`src/rtl/swst_pkg.sv`:
```
// swst_pkg: shared widths, operation and status codes and control types
// for the sequence window slot table; depends on nothing
package swst_pkg;

  localparam int FUNC_W     = 2;
  localparam int SEQ_W      = 32;
  localparam int HANDLE_W   = 32;
  localparam int LEN_W      = 16;
  localparam int STATUS_W   = 2;
  localparam int CFG_W      = 7;
  localparam int ENTRY_W    = SEQ_W + HANDLE_W + LEN_W;
  localparam int IN_DATA_W  = 80;
  localparam int IN_USER_W  = 8;
  localparam int OUT_DATA_W = 56;
  localparam int DIV_STEPS  = SEQ_W;
  localparam int STEP_W     = $clog2(DIV_STEPS);

  localparam int DEF_MAX_WINDOW = 64;
  localparam logic [CFG_W-1:0] WINDOW_RESET = 7'd64;

  localparam logic [FUNC_W-1:0] OP_INSERT = 2'd0;
  localparam logic [FUNC_W-1:0] OP_GET    = 2'd1;
  localparam logic [FUNC_W-1:0] OP_REMOVE = 2'd2;
  localparam logic [FUNC_W-1:0] OP_CLEAR  = 2'd3;

  localparam logic [STATUS_W-1:0] ST_OK        = 2'd0;
  localparam logic [STATUS_W-1:0] ST_FULL      = 2'd1;
  localparam logic [STATUS_W-1:0] ST_OCCUPIED  = 2'd2;
  localparam logic [STATUS_W-1:0] ST_NOT_FOUND = 2'd3;

  // commands from the controller to the datapath
  typedef struct packed {
    logic load;    // capture the input word, start the modulo
    logic step;    // one restoring modulo step
    logic commit;  // update the table and load the result register
  } cmd_t;

  // status from the datapath to the controller
  typedef struct packed {
    logic out_free;  // result register can take a word this cycle
  } stat_t;

endpackage

```
`src/rtl/swst_ctrl.sv`:
```
// swst_ctrl: sequencer for one operation: accept, modulo steps, slot read,
// commit; uses swst_pkg
module swst_ctrl (
  input  logic          clk,
  input  logic          rst_n,
  input  logic          in_tvalid,
  output logic          in_tready,
  input  swst_pkg::stat_t stat,
  output swst_pkg::cmd_t  cmd
);

  localparam logic [1:0] ST_IDLE  = 2'd0;
  localparam logic [1:0] ST_DIV   = 2'd1;
  localparam logic [1:0] ST_READ  = 2'd2;
  localparam logic [1:0] ST_CHECK = 2'd3;

  logic [1:0]                  state_r, state_nxt;
  logic [swst_pkg::STEP_W-1:0] cnt_r, cnt_nxt;

  always_comb begin
    state_nxt  = state_r;
    cnt_nxt    = cnt_r;
    cmd.load   = 1'b0;
    cmd.step   = 1'b0;
    cmd.commit = 1'b0;
    case (state_r)
      ST_IDLE: begin
        if (in_tvalid) begin
          cmd.load  = 1'b1;
          cnt_nxt   = '0;
          state_nxt = ST_DIV;
        end
      end
      ST_DIV: begin
        cmd.step = 1'b1;
        cnt_nxt  = cnt_r + 1'b1;
        if (cnt_r == swst_pkg::STEP_W'(swst_pkg::DIV_STEPS - 1)) begin
          state_nxt = ST_READ;
        end
      end
      ST_READ: begin
        // slot address settles, ram read data lands next cycle
        state_nxt = ST_CHECK;
      end
      ST_CHECK: begin
        if (stat.out_free) begin
          cmd.commit = 1'b1;
          state_nxt  = ST_IDLE;
        end
      end
      default: begin
        state_nxt = ST_IDLE;
      end
    endcase
  end

  always_ff @(posedge clk) begin
    if (!rst_n) begin
      state_r <= ST_IDLE;
      cnt_r   <= '0;
    end else begin
      state_r <= state_nxt;
      cnt_r   <= cnt_nxt;
    end
  end

  assign in_tready = (state_r == ST_IDLE);

  a_idle_cnt_zero: assert property (@(posedge clk) disable iff (!rst_n)
    state_r == ST_IDLE |-> cnt_r == '0)
    else $error("step counter not cleared in idle");

  a_load_to_div: assert property (@(posedge clk) disable iff (!rst_n)
    cmd.load |=> state_r == ST_DIV && cnt_r == '0)
    else $error("accept did not start the modulo");

endmodule

```
`config.mk`:
```
export PLATFORM = sky130hd
export DESIGN_NAME = swst_ctrl
export DESIGN_NICKNAME = d
export VERILOG_FILES = /design/src/rtl/swst_pkg.sv /design/src/rtl/swst_ctrl.sv
export SDC_FILE = /design/constraint.sdc
export NUM_CORES = 1
export LEC_CHECK = 0
export BUFFER_PORTS_ARGS = -buffer_cell sky130_fd_sc_hd__buf_2
export CAP_MARGIN = 25
export CORE_AREA = 2 2 39 41
export CTS_BUF_LIST = sky130_fd_sc_hd__clkbuf_8
export CTS_CLUSTER_DIAMETER = 30
export CTS_CLUSTER_SIZE = 16
export DETAILED_ROUTE_END_ITERATION = 6
export DIE_AREA = 0 0 41 43
export GPL_ROUTABILITY_DRIVEN = 0
export SLEW_MARGIN = 10
export SYNTH_ARGS = -nofsm -noshare
export SYNTH_HDL_FRONTEND = slang
export SYNTH_SLANG_ARGS = --single-unit
```
`constraint.sdc`:
```
create_clock -name clk -period 4.43 [get_ports clk]
set_input_delay 0.2215 -clock clk [delete_from_list [all_inputs] [get_ports clk]]
set_output_delay 0.2215 -clock clk [all_outputs]
set_load 0.02 [all_outputs]
```
==> flow_summary.json <==
{
  "run_status": "finished, final reports clean",
  "cts-resized-gates": 0,
  "required_ns": 4.59,
  "synthDistinctLibCells": 19,
  "cp-end-kind": "flip-flop",
  "grt_antenna_before_repair": 0,
  "final_cell_mix": "dfxtp_1 (7), buf_2 (7), ha_1 (6), inv_1 (4), nand2_1 (4)",
  "synth.avg_cell_area_um2": 8.76,
  "grt_overflow": 0,
  "clock-sinks": 7,
  "critPathMaxFanout": 7,
  "synth_top_family_by_area": "simple AND/OR/NAND/NOR gates",
  "yosys_warnings": 0,
  "start_kind": "flip-flop",
  "p_total_uw": 319,
  "globalRouteTotalUtil_pct": 11.4,
  "clkTransAtPathRegs_ns": 0.04,
  "wl_per_cell_um": 10.8,
  "drv_slew": 0,
  "clock-root-buffer": "clkbuf_8",
  "hp-class": "in -> reg",
  "min_period_ns": 1.60,
  "fmax_mhz": 623,
  "dp_hpwl_um": 598,
  "grt_max_degree": 9,
  "die_area_mm2": 0.00176,
  "grt_pass1_vias": 305,
  "slew_headroom_pct": 72.0,
  "crit_buf_inv": 1,
  "insertion_delay_ns": 0.23,
  "synthAdderAreaFrac_pct": 17.9,
  "synthCells": 48,
  "fp.dieH_um": 43,
  "die_x_um": 41,
  "port_buffers": 7,
  "drt-met1-wl_um": 388,
  "cts_tree": "done",
  "drt_wl_total_um": 807,
  "routed-via-count": 351,
  "antenna_cells": 0,
  "seq_area_frac_synth_pct": 33.3,
  "ys_ff_latch": 7,
  "fin_crit_sh_pct": 36.2,
  "drt-initial-drc-count": 11,
  "ctsHtreeMaxLevel": 1,
  "post-cts-setup-buffers": 0,
  "path_class": "reg -> reg",
  "arrival_ns": 1.76,
  "fin_setup_tns_ns": 0,
  "reg2reg_slack_ns": 2.83,
  "worstMarginPinSlew_ns": 0.408,
  "drc": 0,
  "fin_nets": 70,
  "layout-drive-gt1-share_pct": 18.6,
  "synth_compound_area_share_pct": 13.1,
  "grt_pass1_wl_mm": 1.23,
  "p_per_area_mw_per_mm2": 612,
  "cts_hold_buf": 0,
  "area_growth_pct": 23.8,
  "grt_setup_unrepaired": "no",
  "ir_drop_mv": 0.218,
  "max_cap_violations": 0,
  "p_leak_uw": 0.000244,
  "start_util_pct": 30.4,
  "crit_chain": "inv_1 > ha_1 > nand2b_1 > or4b_1 > a31oi_1",
  "drtAntennaViolNets": 0,
  "route.met3.wl_um": 49,
  "synth-xor-area-share_pct": 0,
  "finalHoldViolCount": 0,
  "path_delay_family": "simple AND/OR/NAND/NOR gates",
  "vias_per_cell": 4.68,
  "cts_buffer_depth": 2,
  "setup_viol": 0,
  "synthMuxAreaShare_pct": 4.76,
  "first_pass_iters": 2,
  "rows": 14,
  "syn_area_um2": 420,
  "syn-num-nets": 58,
  "met2RoutedLength_um": 339,
  "ios": 8,
  "fin_skew_ns": 0.00169,
  "cpMaxStageDelayCell": "or4b_1",
  "slowest_delay_ns": 0.46,
  "synth-simple-area-share_pct": 27.4,
  "core_mm2": 0.00138,
  "topRoutingLayerUsed": "met4",
  "cts_buffers": 3
}
## synth_stat cells
| cell | n | area (µm²) |
|---|---|---|
| and2_1 | 2 | 12.5 |
| ha_1 | 6 | 75.1 |
| a31oi_1 | 2 | 12.5 |
| and3_1 | 2 | 12.5 |
| nor2b_1 | 2 | 12.5 |
| dfxtp_1 | 7 | 140 |
| a32oi_1 | 2 | 17.5 |
| a211oi_1 | 1 | 7.51 |
| inv_1 | 3 | 11.3 |
| a21oi_1 | 2 | 10.0 |
| nand2_1 | 4 | 15.0 |
| mux2i_1 | 2 | 20.0 |
| or4b_1 | 1 | 10.0 |
| nor2_1 | 3 | 11.3 |
| inv_2 | 1 | 3.75 |
| nand3b_1 | 1 | 7.51 |
| nand3_1 | 3 | 15.0 |
| o31ai_1 | 1 | 7.51 |
| nand2b_1 | 3 | 18.8 |
## final timing paths
| path | start | end | depth (start not counted) |
|---|---|---|---|
| max | state_r[0] | cnt_r[3] | 5 |
| min reg2reg | cnt_r[0] | cnt_r[0] | 2 |
| max reg2reg | state_r[0] | cnt_r[3] | 5 |
| min | rst_n | cnt_r[2] | 3 |
## state kept, by name, indices dropped and copies added (netlist names)
register	flops
cnt_r	5
state_r	2
## kinds of logic (layout without fill, tap and decap cells)
group,after synthesis,after routing
and+or+nand+nor,21,21
AOI/OAI and AO/OA,8,8
adders and majority gates,6,6
DFF,7,7
muxes,2,2
buffers and inverters,4,15
## per-stage QoR
step | std cells | worst slack [ns] | utilization, % | hold slack, ns | area (µm²)
after global routing | 75 | 2.74 | 37.6 | 0.287 | 520
after global placement | 71 | 2.87 | 34.4 | 0.475 | 475
final | 75 | 2.83 | 37.6 | 0.280 | 520
after floorplan | 48 | 2.85 | - | 0.362 | 420
after detailed placement | 71 | 2.81 | 34.4 | 0.491 | 475
after CTS | 75 | 2.81 | 37.6 | 0.279 | 520
## per-layer routing
metal	vias to the layer above	GRT usage, %
met1	149	11.5
met3	4	7.85
met4	0	10.0
met5	-	0
li1	190	-
met2	8	15.0
## layout make-up
cell class / count / area, µm²
timing repair buffer: 7 / 35.0
inverter: 4 / 15.0
sequential: 7 / 140
multi-input combinational: 37 / 265
clock inverter: 1 / 3.75
fill: 150 / 863
clock buffer: 3 / 41.3
tap: 16 / 20.0
## worst min-delay path, cell delays in order
cell and delay, ns:
buf_2 0.12, nand3_1 0.08, o31ai_1 0.06
## power by group
part           internal, µW  switching, µW  total (µW)
clock                  59.8           27.3        87.1
sequential             76.2           12.6        88.8
combinational          54.1           88.5         143
(Power assumes the default switching activity.)
